`src/hw/rtl/assert_macros.svh`:
```
// assertion macros shared by the rtl of the integer to ascii radix unit
// no dependencies
`ifndef ASSERT_MACROS_SVH
`define ASSERT_MACROS_SVH

// property must hold at every rising edge outside reset
`define ASSERT_PROP(lbl, clk, rstn, prop) \
  lbl: assert property (@(posedge clk) disable iff (!(rstn)) (prop)) \
    else $error("property violated");

// condition must never be seen at a rising edge outside reset
`define ASSERT_NEVER(lbl, clk, rstn, cond) \
  lbl: assert property (@(posedge clk) disable iff (!(rstn)) !(cond)) \
    else $error("forbidden condition seen");

`endif

```
`src/hw/rtl/itoa_pkg.sv`:
```
// constants, types and helpers for the integer to ascii radix unit
// no dependencies
`default_nettype none

package itoa_pkg;

  localparam int VALUE_BITS  = 32;
  localparam int TEXT_SLOTS  = VALUE_BITS + 1;
  localparam int ADDR_W      = $clog2(TEXT_SLOTS);
  localparam int LEN_W       = $clog2(TEXT_SLOTS + 1);
  localparam int FIELD_W     = 6;
  localparam int CMP_W       = ((LEN_W > FIELD_W) ? LEN_W : FIELD_W) + 1;
  localparam int CNT_W       = $clog2(VALUE_BITS + 1);
  localparam int CHAR_W      = 7;

  localparam int RADIX_MIN   = 2;
  localparam int RADIX_MAX   = "z" - "a" + 1 + "9" - "0" + 1;
  localparam int DIGIT_LIMIT = 10;
  localparam int LETTER_BASE = "A" - 10;

  localparam logic [CHAR_W-1:0] CH_ERROR = CHAR_W'("#");
  localparam logic [CHAR_W-1:0] CH_PAD   = CHAR_W'(" ");
  localparam logic [CHAR_W-1:0] CH_MINUS = CHAR_W'("-");
  localparam logic [CHAR_W-1:0] CH_ZERO  = CHAR_W'("0");

  typedef struct packed {
    logic                  start;
    logic [VALUE_BITS-1:0] dividend;
    logic [FIELD_W-1:0]    divisor;
  } div_req_t;

  typedef struct packed {
    logic                  done;
    logic [VALUE_BITS-1:0] quotient;
    logic [FIELD_W-1:0]    remainder;
  } div_rsp_t;

  function automatic logic [CHAR_W-1:0] digit_char(input logic [FIELD_W-1:0] d);
    logic [CHAR_W-1:0] c;
    if (d < FIELD_W'(DIGIT_LIMIT)) begin
      c = CH_ZERO + CHAR_W'(d);
    end else begin
      c = CHAR_W'(LETTER_BASE) + CHAR_W'(d);
    end
    return c;
  endfunction

endpackage

`default_nettype wire

```
`src/hw/rtl/itoa_in_if.sv`:
```
// input item channel of the integer to ascii radix unit
// depends on itoa_pkg
`default_nettype none

interface itoa_in_if;
  import itoa_pkg::*;

  logic                  valid;
  logic                  ready;
  logic [VALUE_BITS-1:0] magnitude;
  logic [FIELD_W-1:0]    radix;
  logic [FIELD_W-1:0]    min_width;
  logic [FIELD_W-1:0]    max_width;
  logic                  negative;

  modport source (
    output valid, magnitude, radix, min_width, max_width, negative,
    input  ready
  );

  modport sink (
    input  valid, magnitude, radix, min_width, max_width, negative,
    output ready
  );
endinterface

`default_nettype wire

```
`src/hw/rtl/itoa_out_if.sv`:
```
// output character channel of the integer to ascii radix unit
// depends on itoa_pkg
`default_nettype none

interface itoa_out_if;
  import itoa_pkg::*;

  logic              valid;
  logic              ready;
  logic [CHAR_W-1:0] character;
  logic              last;

  modport source (
    output valid, character, last,
    input  ready
  );

  modport sink (
    input  valid, character, last,
    output ready
  );
endinterface

`default_nettype wire

```
`src/hw/rtl/itoa_divider.sv`:
```
// bit-serial restoring divider, one quotient bit per cycle
// depends on itoa_pkg and assert_macros.svh
`default_nettype none

`include "assert_macros.svh"

module itoa_divider (
  input  logic             clk_i,
  input  logic             rst_ni,
  input  itoa_pkg::div_req_t req_i,
  output itoa_pkg::div_rsp_t rsp_o
);
  import itoa_pkg::*;

  logic                  busy_q, busy_d;
  logic                  done_q, done_d;
  logic [CNT_W-1:0]      cnt_q, cnt_d;
  logic [VALUE_BITS-1:0] quo_q, quo_d;
  logic [FIELD_W-1:0]    rem_q, rem_d;
  logic [FIELD_W-1:0]    div_q, div_d;

  logic [FIELD_W:0]      trial;
  logic [FIELD_W:0]      diff;
  logic                  fits;

  assign trial = {rem_q, quo_q[VALUE_BITS-1]};
  assign diff  = trial - {1'b0, div_q};
  assign fits  = trial >= {1'b0, div_q};

  always_comb begin
    busy_d = busy_q;
    done_d = 1'b0;
    cnt_d  = cnt_q;
    quo_d  = quo_q;
    rem_d  = rem_q;
    div_d  = div_q;
    if (req_i.start) begin
      busy_d = 1'b1;
      cnt_d  = CNT_W'(VALUE_BITS);
      quo_d  = req_i.dividend;
      rem_d  = '0;
      div_d  = req_i.divisor;
    end else if (busy_q) begin
      rem_d = fits ? diff[FIELD_W-1:0] : trial[FIELD_W-1:0];
      quo_d = {quo_q[VALUE_BITS-2:0], fits};
      cnt_d = cnt_q - 1'b1;
      if (cnt_q == CNT_W'(1)) begin
        busy_d = 1'b0;
        done_d = 1'b1;
      end
    end
  end

  always_ff @(posedge clk_i or negedge rst_ni) begin
    if (!rst_ni) begin
      busy_q <= 1'b0;
      done_q <= 1'b0;
      cnt_q  <= '0;
      quo_q  <= '0;
      rem_q  <= '0;
      div_q  <= '0;
    end else begin
      busy_q <= busy_d;
      done_q <= done_d;
      cnt_q  <= cnt_d;
      quo_q  <= quo_d;
      rem_q  <= rem_d;
      div_q  <= div_d;
    end
  end

  assign rsp_o.done      = done_q;
  assign rsp_o.quotient  = quo_q;
  assign rsp_o.remainder = rem_q;

  `ASSERT_PROP(a_start_busy, clk_i, rst_ni, req_i.start |=> busy_q)
  `ASSERT_PROP(a_done_after_run, clk_i, rst_ni, done_q |-> ($past(busy_q) && !busy_q))
  `ASSERT_NEVER(a_busy_no_count, clk_i, rst_ni, busy_q && (cnt_q == '0))

endmodule

`default_nettype wire

```
`src/hw/rtl/integer_to_ascii_radix_unit.sv`:
```
// integer to ascii radix unit: one item in, 1 to 33 characters out, msd first
// per digit a start, 32 divider steps and a write-back on the shared divider
// then per character a text memory read, a load and a hold until the sink is ready
// input ready only when fully idle
// asynchronous active-low reset returns the sequencer to idle with no output pending
// depends on itoa_pkg, itoa_in_if, itoa_out_if, itoa_divider, assert_macros.svh
`default_nettype none

`include "assert_macros.svh"

module integer_to_ascii_radix_unit (
  input  logic        clk_i,
  input  logic        rst_ni,
  itoa_in_if.sink     in_i,
  itoa_out_if.source  out_o
);
  import itoa_pkg::*;

  typedef enum logic [3:0] {
    ST_IDLE,
    ST_DIV_GO,
    ST_DIV_WAIT,
    ST_SIGN,
    ST_PAD,
    ST_TRIM,
    ST_EMIT_RD,
    ST_EMIT_LD,
    ST_EMIT_HOLD
  } state_e;

  state_e                state_q, state_d;
  logic [VALUE_BITS-1:0] value_q, value_d;
  logic [FIELD_W-1:0]    radix_q, radix_d;
  logic [LEN_W-1:0]      minw_q, minw_d;
  logic [FIELD_W-1:0]    maxw_q, maxw_d;
  logic                  neg_q, neg_d;
  logic [LEN_W-1:0]      pos_q, pos_d;
  logic [ADDR_W-1:0]     rd_idx_q, rd_idx_d;
  logic [ADDR_W-1:0]     end_idx_q, end_idx_d;
  logic                  trunc_q, trunc_d;
  logic [CHAR_W-1:0]     char_q, char_d;
  logic                  last_q, last_d;
  logic                  ovalid_q, ovalid_d;

  logic [CHAR_W-1:0]     text_mem [TEXT_SLOTS];
  logic [CHAR_W-1:0]     rdata_q;
  logic                  mem_we;
  logic [ADDR_W-1:0]     mem_waddr;
  logic [CHAR_W-1:0]     mem_wdata;
  logic                  rd_en;

  div_req_t              div_req;
  div_rsp_t              div_rsp;

  logic                  radix_ok;
  logic [CMP_W-1:0]      text_len;

  itoa_divider u_divider (
    .clk_i  (clk_i),
    .rst_ni (rst_ni),
    .req_i  (div_req),
    .rsp_o  (div_rsp)
  );

  assign radix_ok = (in_i.radix >= FIELD_W'(RADIX_MIN)) && (in_i.radix <= FIELD_W'(RADIX_MAX));
  assign text_len = CMP_W'(TEXT_SLOTS) - CMP_W'(pos_q);

  always_comb begin
    state_d   = state_q;
    value_d   = value_q;
    radix_d   = radix_q;
    minw_d    = minw_q;
    maxw_d    = maxw_q;
    neg_d     = neg_q;
    pos_d     = pos_q;
    rd_idx_d  = rd_idx_q;
    end_idx_d = end_idx_q;
    trunc_d   = trunc_q;
    char_d    = char_q;
    last_d    = last_q;
    ovalid_d  = ovalid_q;
    mem_we    = 1'b0;
    mem_waddr = ADDR_W'(pos_q - 1'b1);
    mem_wdata = CH_ZERO;
    rd_en     = 1'b0;
    div_req.start    = 1'b0;
    div_req.dividend = value_q;
    div_req.divisor  = radix_q;

    unique case (state_q)
      ST_IDLE: begin
        if (in_i.valid) begin
          value_d = in_i.magnitude;
          radix_d = in_i.radix;
          neg_d   = in_i.negative;
          minw_d  = (CMP_W'(in_i.min_width) > CMP_W'(VALUE_BITS)) ?
                    LEN_W'(VALUE_BITS) : LEN_W'(in_i.min_width);
          maxw_d  = (in_i.max_width == '0) ? FIELD_W'(1) : in_i.max_width;
          mem_waddr = ADDR_W'(TEXT_SLOTS - 1);
          if (!radix_ok) begin
            mem_we    = 1'b1;
            mem_wdata = CH_ERROR;
            pos_d     = LEN_W'(TEXT_SLOTS - 1);
            state_d   = ST_TRIM;
          end else if (in_i.magnitude == '0) begin
            // zero takes no sign
            mem_we    = 1'b1;
            mem_wdata = CH_ZERO;
            pos_d     = LEN_W'(TEXT_SLOTS - 1);
            state_d   = ST_PAD;
          end else begin
            pos_d   = LEN_W'(TEXT_SLOTS);
            state_d = ST_DIV_GO;
          end
        end
      end
      ST_DIV_GO: begin
        div_req.start = 1'b1;
        state_d       = ST_DIV_WAIT;
      end
      ST_DIV_WAIT: begin
        if (div_rsp.done) begin
          mem_we    = 1'b1;
          mem_wdata = digit_char(div_rsp.remainder);
          pos_d     = pos_q - 1'b1;
          value_d   = div_rsp.quotient;
          state_d   = (div_rsp.quotient == '0) ? ST_SIGN : ST_DIV_GO;
        end
      end
      ST_SIGN: begin
        if (neg_q) begin
          mem_we    = 1'b1;
          mem_wdata = CH_MINUS;
          pos_d     = pos_q - 1'b1;
        end
        state_d = ST_PAD;
      end
      ST_PAD: begin
        if (text_len < CMP_W'(minw_q)) begin
          mem_we    = 1'b1;
          mem_wdata = CH_PAD;
          pos_d     = pos_q - 1'b1;
        end else begin
          state_d = ST_TRIM;
        end
      end
      ST_TRIM: begin
        rd_idx_d = ADDR_W'(pos_q);
        if (text_len > CMP_W'(maxw_q)) begin
          end_idx_d = ADDR_W'(CMP_W'(pos_q) + CMP_W'(maxw_q) - 1'b1);
          trunc_d   = 1'b1;
        end else begin
          end_idx_d = ADDR_W'(TEXT_SLOTS - 1);
          trunc_d   = 1'b0;
        end
        state_d = ST_EMIT_RD;
      end
      ST_EMIT_RD: begin
        rd_en   = 1'b1;
        state_d = ST_EMIT_LD;
      end
      ST_EMIT_LD: begin
        // cut text ends in the error mark
        char_d   = (trunc_q && (rd_idx_q == end_idx_q)) ? CH_ERROR : rdata_q;
        last_d   = rd_idx_q == end_idx_q;
        ovalid_d = 1'b1;
        state_d  = ST_EMIT_HOLD;
      end
      ST_EMIT_HOLD: begin
        if (out_o.ready) begin
          ovalid_d = 1'b0;
          if (last_q) begin
            state_d = ST_IDLE;
          end else begin
            rd_idx_d = rd_idx_q + 1'b1;
            state_d  = ST_EMIT_RD;
          end
        end
      end
      default: begin
        state_d = ST_IDLE;
      end
    endcase
  end

  always_ff @(posedge clk_i or negedge rst_ni) begin
    if (!rst_ni) begin
      state_q   <= ST_IDLE;
      value_q   <= '0;
      radix_q   <= '0;
      minw_q    <= '0;
      maxw_q    <= '0;
      neg_q     <= 1'b0;
      pos_q     <= '0;
      rd_idx_q  <= '0;
      end_idx_q <= '0;
      trunc_q   <= 1'b0;
      char_q    <= '0;
      last_q    <= 1'b0;
      ovalid_q  <= 1'b0;
    end else begin
      state_q   <= state_d;
      value_q   <= value_d;
      radix_q   <= radix_d;
      minw_q    <= minw_d;
      maxw_q    <= maxw_d;
      neg_q     <= neg_d;
      pos_q     <= pos_d;
      rd_idx_q  <= rd_idx_d;
      end_idx_q <= end_idx_d;
      trunc_q   <= trunc_d;
      char_q    <= char_d;
      last_q    <= last_d;
      ovalid_q  <= ovalid_d;
    end
  end

  // text memory, filled from the least significant end downward
  always_ff @(posedge clk_i) begin
    if (mem_we) begin
      text_mem[mem_waddr] <= mem_wdata;
    end
    if (rd_en) begin
      rdata_q <= text_mem[rd_idx_q];
    end
  end

  assign in_i.ready      = state_q == ST_IDLE;
  assign out_o.valid     = ovalid_q;
  assign out_o.character = char_q;
  assign out_o.last      = last_q;

  `ASSERT_PROP(a_valid_in_hold, clk_i, rst_ni, out_o.valid |-> (state_q == ST_EMIT_HOLD))
  `ASSERT_NEVER(a_ready_and_valid, clk_i, rst_ni, in_i.ready && out_o.valid)
  `ASSERT_NEVER(a_write_underflow, clk_i, rst_ni, mem_we && (state_q != ST_IDLE) && (pos_q == '0))

endmodule

`default_nettype wire
```
`src/flat_wrapper.sv`:
```
// flat-port wrapper written by rule: the top's interface ports become plain ports
module integer_to_ascii_radix_unit_flat import itoa_pkg::*;
  (clk_i, rst_ni, in_i_valid, in_i_magnitude, in_i_radix, in_i_min_width, in_i_max_width, in_i_negative, in_i_ready, out_o_valid, out_o_character, out_o_last, out_o_ready);
  itoa_in_if in_i_i ();
  itoa_out_if out_o_i ();
  input  logic clk_i;
  input  logic rst_ni;
  input wire logic [$bits(in_i_i.valid)-1:0] in_i_valid;
  input wire logic [$bits(in_i_i.magnitude)-1:0] in_i_magnitude;
  input wire logic [$bits(in_i_i.radix)-1:0] in_i_radix;
  input wire logic [$bits(in_i_i.min_width)-1:0] in_i_min_width;
  input wire logic [$bits(in_i_i.max_width)-1:0] in_i_max_width;
  input wire logic [$bits(in_i_i.negative)-1:0] in_i_negative;
  output wire logic [$bits(in_i_i.ready)-1:0] in_i_ready;
  output wire logic [$bits(out_o_i.valid)-1:0] out_o_valid;
  output wire logic [$bits(out_o_i.character)-1:0] out_o_character;
  output wire logic [$bits(out_o_i.last)-1:0] out_o_last;
  input wire logic [$bits(out_o_i.ready)-1:0] out_o_ready;
  assign in_i_i.valid = in_i_valid;
  assign in_i_i.magnitude = in_i_magnitude;
  assign in_i_i.radix = in_i_radix;
  assign in_i_i.min_width = in_i_min_width;
  assign in_i_i.max_width = in_i_max_width;
  assign in_i_i.negative = in_i_negative;
  assign in_i_ready = in_i_i.ready;
  assign out_o_valid = out_o_i.valid;
  assign out_o_character = out_o_i.character;
  assign out_o_last = out_o_i.last;
  assign out_o_i.ready = out_o_ready;
  integer_to_ascii_radix_unit u_core (.clk_i(clk_i), .rst_ni(rst_ni), .in_i(in_i_i), .out_o(out_o_i));
endmodule
```
`config.mk`:
```
export PLATFORM = sky130hd
export DESIGN_NAME = integer_to_ascii_radix_unit_flat
export DESIGN_NICKNAME = d
export VERILOG_FILES = /design/src/hw/rtl/itoa_pkg.sv /design/src/hw/rtl/itoa_in_if.sv /design/src/hw/rtl/itoa_out_if.sv /design/src/hw/rtl/itoa_divider.sv /design/src/hw/rtl/integer_to_ascii_radix_unit.sv /design/src/flat_wrapper.sv
export VERILOG_INCLUDE_DIRS = /design/src /design/src/hw/rtl
export SDC_FILE = /design/constraint.sdc
export NUM_CORES = 1
export LEC_CHECK = 0
export BUFFER_PORTS_ARGS = -buffer_cell sky130_fd_sc_hd__buf_2
export CORE_UTILIZATION = 40
export DETAILED_ROUTE_END_ITERATION = 10
export SLEW_MARGIN = 25
export SYNTH_ARGS = -nofsm -noshare
export SYNTH_HDL_FRONTEND = slang
export SYNTH_SLANG_ARGS = --single-unit
```
`constraint.sdc`:
```
create_clock -name clk_i -period 4.1 [get_ports clk_i]
set_input_delay 0.205 -clock clk_i [delete_from_list [all_inputs] [get_ports clk_i]]
set_output_delay 0.205 -clock clk_i [all_outputs]
set_load 0.02 [all_outputs]
```
Yosys cells after proc, flatten, opt, wreduce, memory -nomap -nowiden
Memory sizes are Yosys's and may differ from the RTL's. A register that Yosys moved wholly into a read port is not among the register bits.
Index checks and enable logic that the tools add are counted.
{ "op_classes": {"muxes": 62, "n_reduce_logical": 17, "div": 0, "bitwise_logic": 0, "shift": 0, "n_eq_ne": 17, "magnitude_cmp": 7, "n_addsub": 9, "multipliers": 0} }
{ "ops": {"columns": ["op", "count"], "rows": [
  ["32-bit 2-to-1 mux", 4],
  ["6-bit 2-to-1 mux", 17],
  ["32-bit zero test", 2],
  ["32-bit case mux with 2 select lines", 1],
  ["4-bit case mux with 9 select lines", 1],
  ["7-bit 2-to-1 mux", 4],
  ["7-bit case mux with 4 select lines", 1],
  ["6-bit case mux with 4 select lines", 1],
  ["4-bit 2-to-1 mux", 5],
  ["1-bit 2-to-1 mux", 19],
  ["6-bit by 1-bit subtractor with 6-bit output (second input constant)", 3],
  ["4-bit by 3-bit equality test with 1-bit output (second input constant)", 4],
  ["5-bit 2-to-1 mux", 3],
  ["6-bit by 6-bit adder with 7-bit output (first input constant)", 2],
  ["6-bit case mux with 2 select lines", 1],
  ["2-bit inequality test (second input constant)", 5],
  ["4-bit by 2-bit equality test with 1-bit output (second input constant)", 2],
  ["2-bit nonzero test", 4],
  ["7-bit by 6-bit >= comparator with 1-bit output", 1],
  ["7-bit by 6-bit greater-than comparator with 1-bit output", 1],
  ["7-bit by 6-bit < comparator with 1-bit output", 1],
  ["6-bit by 6-bit subtractor with 7-bit output (first input constant)", 1],
  ["6-bit by 1-bit adder with 6-bit output (second input constant)", 1],
  ["6-bit adder", 1],
  ["other kinds (22)", 27]
]} }
{ "totals": {"inputBits": 55, "ff_bits": 135, "n_memories": 1, "romBits": 0, "wordCells": 132, "mem_bits_rw": 231, "latchBits": 0} }
{ "mem_list": {"columns": ["name", "words", "width", "read_ports", "rd_ports_with_merged_regs", "wr", "line_no", "source"], "rows": [
  ["u_core.text_mem", 33, 7, 1, 1, 1, "integer_to_ascii_radix_unit.sv:45", "logic [CHAR_W-1:0] text_mem [TEXT_SLOTS];"]
]} }

Longest topological paths before layout
{ "logic_depth": {"depth_word": 7, "ltp_mapped": 12, "mapped_depth_nobuf": 10} }

By module
From an unflattened synthesis, not the netlist that was laid out.
{ "hier_totals": {"cells_unflattened": 1292, "hier_area_um2": 16826.1} }
{ "modules_own_cells": {"columns": ["module", "instances", "area_per_inst_um2", "cells_per_inst"], "rows": [
  ["integer_to_ascii_radix_unit", 1, 14188.6, 1028],
  ["itoa_divider", 1, 2637.5, 264]
]} }

Least setup slack after synthesis
OpenSTA, ideal clock, no wires.
{ "synth_timing": {"kind": "reg2reg", "from": "register u_core.pos_q[2]", "to": "memory u_core.text_mem[17][0], enable pin", "arrival_ns": 2.816, "setup_slack_ns": 0.903, "synth_period_minus_slack_ns": 3.197, "setup_ns": 0.380, "n_path_buf": 2, "required_ns": 3.720, "stages_incl_launch_ff": 13, "path_cell_list": "dfrtp_1 > clkbuf_1 > inv_1 > ha_1 > xor2_1 > inv_1 > ha_1 > nand3_1 > and3_1 > o211a_2 > buf_6 > o21ai_2 > nor3_1"} }
{ "synth_between": {"elab_chain_len": 6, "elab_cells_between_ends": 9} }
{ "synth_lines": {"columns": ["item", "line_no", "source"], "rows": [
  ["start: declaration", "integer_to_ascii_radix_unit.sv:37", "logic [LEN_W-1:0] pos_q, pos_d;"],
  ["start signal: assignment", "integer_to_ascii_radix_unit.sv:208", "pos_q <= pos_d;"],
  ["6-bit by 6-bit subtractor with 7-bit output", "integer_to_ascii_radix_unit.sv:66", "assign text_len = CMP_W'(TEXT_SLOTS) - CMP_W'(pos_q);"],
  ["7-bit by 6-bit < comparator with 1-bit output", "integer_to_ascii_radix_unit.sv:139", "if (text_len < CMP_W'(minw_q)) begin"],
  ["1-bit 2-to-1 mux", "integer_to_ascii_radix_unit.sv:139", null],
  ["1-bit case mux with 4 select lines", "integer_to_ascii_radix_unit.sv:90", "unique case (state_q)"],
  ["1-bit 2-to-1 mux", "integer_to_ascii_radix_unit.sv:220", "if (mem_we) begin"],
  ["1-bit 2-to-1 mux (implied by the code)", "integer_to_ascii_radix_unit.sv:221", "text_mem[mem_waddr] <= mem_wdata;"],
  ["end: declaration", "integer_to_ascii_radix_unit.sv:45", null]
]} }
Parallel ways exist; a longest one is shown, timed or not.

Worst setup path in the final report
{ "layout_timing": {"from": "register u_core.pos_q[2]", "to": "memory u_core.text_mem[30][0], enable pin"} }
Same word-level chain as after synthesis.

==> flow_metrics.py <==
metrics = {
    "outcome": {
        "run_status": "finished, final reports clean",
    },
    "timing": {
        "grt_setup_unrepaired": "no",
        "fin_setup_tns_ns": 0,
        "worstMarginPinSlew_ns": 0.8587,
        "setup_viol": 0,
        "slew_headroom_pct": 42.75,
        "slew_violations": 0,
        "fmax_mhz": 264.4,
        "hold_viol": 0,
        "min_period_ns": 3.782,
        "clock_skew_ns": 0.03170,
        "fin_crit_sh_pct": 92.25,
    },
    "global_route": {
        "overflow": 0,
        "grt_pass1_vias": 10900,
        "grt_use_total_pct": 19.08,
        "grt_max_degree": 72,
        "grt_pass1_wl_um": 63590,
        "antenna_found_initial": 0,
    },
    "floorplan": {
        "design.core.area_mm2": 0.04195,
        "row_count": 75,
        "dieArea_mm2": 0.04331,
        "die_y_um": 208.1,
        "die_x_um": 208.1,
        "initial_utilization_pct": 40.51,
        "io_pins": 65,
    },
    "cells_and_area": {
        "nNetsFinal": 1500,
        "final_cells": 1981,
        "final_cell_mix": "edfxtp_1 (238), nand2_1 (148), dfrtp_1 (132)",
        "drive_above_1_share_pct": 16.02,
        "multiInputGateArea_mm2": 0.005951,
        "num-fill-cells": 3708,
        "area_delta_synth_final_pct": 16.62,
        "layout_commonest_cell": "edfxtp_1",
        "antennaDiodeCount": 0,
        "regArea_mm2": 0.01053,
    },
    "synth": {
        "ys_types": 80,
        "async_reset_ff_share_pct": 36.19,
        "synthCells": 1297,
        "netlist_area_mm2": 0.01699,
        "synth_edf_count": 238,
        "yosysSeqAreaShare_pct": 61.93,
        "synth_nets": 1387,
        "synth.avg_cell_area_um2": 13.10,
        "ys_warn_count": 0,
        "synthFlopType": "edfxtp_1",
        "ys_ff_latch": 373,
    },
    "critical_path": {
        "cp-start-kind": "register",
        "reg2reg_slack_ns": 0.32,
        "crit_type": "register to register",
        "arrival_ns": 3.96,
        "required_ns": 4.28,
        "crit_fanout": 13,
        "setup.worst_path.end_class": "register",
    },
    "route": {
        "vias": 10870,
        "wire_per_inst_um": 20.59,
        "drt_first_pass_iters": 5,
        "wl_um": 40790,
        "vias_per_cell": 5.485,
        "drtIter0Drc": 750,
        "drc": 0,
        "postRouteAntennaNets": 0,
    },
    "cts": {
        "cts_buffers": 40,
        "insertion_delay_ns": 0.56,
        "clock-root-buffer": "clkbuf_16",
        "cts_num_sinks": 373,
        "path_clk_slew_ns": 0.06,
        "htreeDepth": 2,
        "cts_buffer_depth": 3,
        "cts_tree": "built",
    },
    "placement": {
        "dp_cells": 1850,
        "hpwl_um": 26460,
        "gp_congestion": 0.8880,
        "port_buffers": 64,
    },
    "hold_path": {
        "hp-class": "primary input to async pin",
    },
    "run": {
        "cap_violations": 0,
    },
    "pwr": {
        "ir_worst_vdd_mv": 0.3543,
        "leakage_nw": 7.352,
        "p_per_area_mw_per_mm2": 739.3,
    },
}
-- sequential cells by signal, summed over array words and instances, names as in the netlist --
name,flops
u_core.text_mem,231
u_core.u_divider.quo_q,32
u_core.value_q,32
u_core.out_o.character,7
u_core.rdata_q,7
u_core.end_idx_q,6
u_core.maxw_q,6
u_core.minw_q,6
u_core.pos_q,6
u_core.radix_q,6
u_core.rd_idx_q,6
u_core.u_divider.cnt_q,6
u_core.u_divider.div_q,6
u_core.u_divider.rem_q,6
u_core.state_q,4
u_core.neg_q,1
u_core.out_o.last,1
u_core.out_o.valid,1
u_core.trunc_q,1
u_core.u_divider.busy_q,1
u_core.u_divider.done_q,1
-- path summary, 6_finish.rpt --
kind | cells past startpoint | start | endpoint
setup / recovery | 10 | u_core.pos_q[2]$_DFFE_PN0P_ | u_core.text_mem[30][0]$_DFFE_PP_
hold / removal | 2 | rst_ni | u_core.value_q[13]$_DFFE_PN0P_
setup reg to reg | 10 | u_core.pos_q[2]$_DFFE_PN0P_ | u_core.text_mem[30][0]$_DFFE_PP_
hold reg to reg | 2 | u_core.value_q[18]$_DFFE_PN0P_ | u_core.u_divider.quo_q[18]$_DFFE_PN0P_
max in group asynchronous | 3 | rst_ni | u_core.radix_q[1]$_DFFE_PN0P_
min in group clk_i | 5 | in_i_valid | u_core.state_q[2]$_DFFE_PN0P_
-- what timing repair did --
action                    4_1_cts  5_1_grt
setup buffers                   0        0
gates resized for setup         0        0
hold endpoints to repair      117        0
hold buffers                   57        0
-- stage by stage --
step | hold WS [ns] | power, mW | util [%] | setup WS [ns] | cell area, um2
final | 0.2149 | 14.65 | 47.25 | 0.3178 | 19820
after global routing | 0.2744 | 15.55 | 47.25 | 0.1254 | 19820
after CTS | 0.2357 | 14.74 | 47.25 | 0.4057 | 19820
after detailed placement | 0.2434 | 10.88 | 42.57 | 0.4354 | 17860
after global placement | 0.2410 | 10.82 | 42.57 | 0.5409 | 17860
after floorplan | -0.09059 | 9.415 | - | 0.9035 | 16990
-- layout make-up --
type                       instances  area share [%]
clock inverter                    27           1.837
tap                              539           3.403
timing repair buffer             144           5.524
sequential                       373           53.14
clock buffer                      47           5.183
inverter                          47          0.8902
multi-input combinational        804           30.03
-- Yosys cell counts (5+ instances only) --
| library cell | count | area (um2) |
|---|---|---|
| edfxtp_1 | 238 | 7147 |
| nand2_1 | 148 | 555.5 |
| dfrtp_1 | 135 | 3378 |
| mux2i_1 | 100 | 1001 |
| nor2_1 | 77 | 289.0 |
| o21ai_0 | 71 | 355.3 |
| inv_1 | 46 | 172.7 |
| o21ai_1 | 43 | 215.2 |
| mux4_2 | 35 | 788.3 |
| ha_1 | 33 | 412.9 |
| a21oi_1 | 32 | 160.2 |
| clkbuf_1 | 32 | 120.1 |
| buf_2 | 27 | 135.1 |
| nor4_1 | 22 | 137.6 |
| nand3_1 | 17 | 85.08 |
| xnor2_1 | 17 | 148.9 |
| a221oi_1 | 15 | 131.4 |
| nor3_1 | 15 | 75.07 |
| a21o_1 | 12 | 90.09 |
| xor2_1 | 10 | 87.58 |
| a22o_1 | 9 | 78.83 |
| a31oi_1 | 9 | 56.30 |
| a22oi_1 | 8 | 60.06 |
| mux2_2 | 8 | 90.09 |
| nor2b_1 | 8 | 50.05 |
| buf_6 | 7 | 78.83 |
| nand2b_1 | 7 | 43.79 |
| o221ai_1 | 7 | 61.31 |
| a2111oi_0 | 6 | 52.55 |
| nand3b_1 | 6 | 45.04 |
| nand4_1 | 6 | 37.54 |
| o22ai_1 | 6 | 37.54 |
| and2_1 | 5 | 31.28 |
| o22a_1 | 5 | 43.79 |
-- worst max-delay path, stage by stage, from the launching register on --
cell and delay (ns):
dfrtp_1 0.55, inv_1 0.14, ha_1 0.28, xor2_1 0.28, inv_1 0.19, ha_1 0.24, nand3_1 0.07, and3_1 0.19
o211a_2 0.48, o2111ai_2 0.37, nor2_1 0.61
-- routing by layer --
| layer | wire [um] | track usage [%] | vias up |
|---|---|---|---|
| met5 | 0 | 0 | - |
| met4 | 832 | 5.083 | 0 |
| met3 | 2210 | 3.004 | 62 |
| met2 | 19770 | 32.13 | 350 |
| met1 | 17980 | 25.69 | 5359 |
| li1 | - | - | 5095 |
-- kinds of logic (layout without fill, tap and decap cells) --
| kind of cell | Yosys count | in the layout | synth area share, % |
|---|---|---|---|
| buffers and inverters | 120 | 265 | 3.225 |
| flip-flops | 373 | 373 | 61.93 |
| AND/OR/NAND/NOR | 338 | 338 | 9.424 |
| AO/OA/AOI/OAI | 261 | 261 | 10.30 |
| adder cells (fa/ha/maj) | 35 | 35 | 2.665 |
| XOR/XNOR | 27 | 27 | 1.392 |
| multiplexers | 143 | 143 | 11.06 |
-- power breakdown --
part | total (mW) | switching, mW | leakage [nW] | internal (mW)
combinational | 5.22 | 3.09 | 2.96 | 2.13
sequential | 5.62 | 0.783 | 3.72 | 4.84
clock | 3.81 | 1.54 | 0.674 | 2.27
No activity file was read; power rests on OpenSTA's default activity.
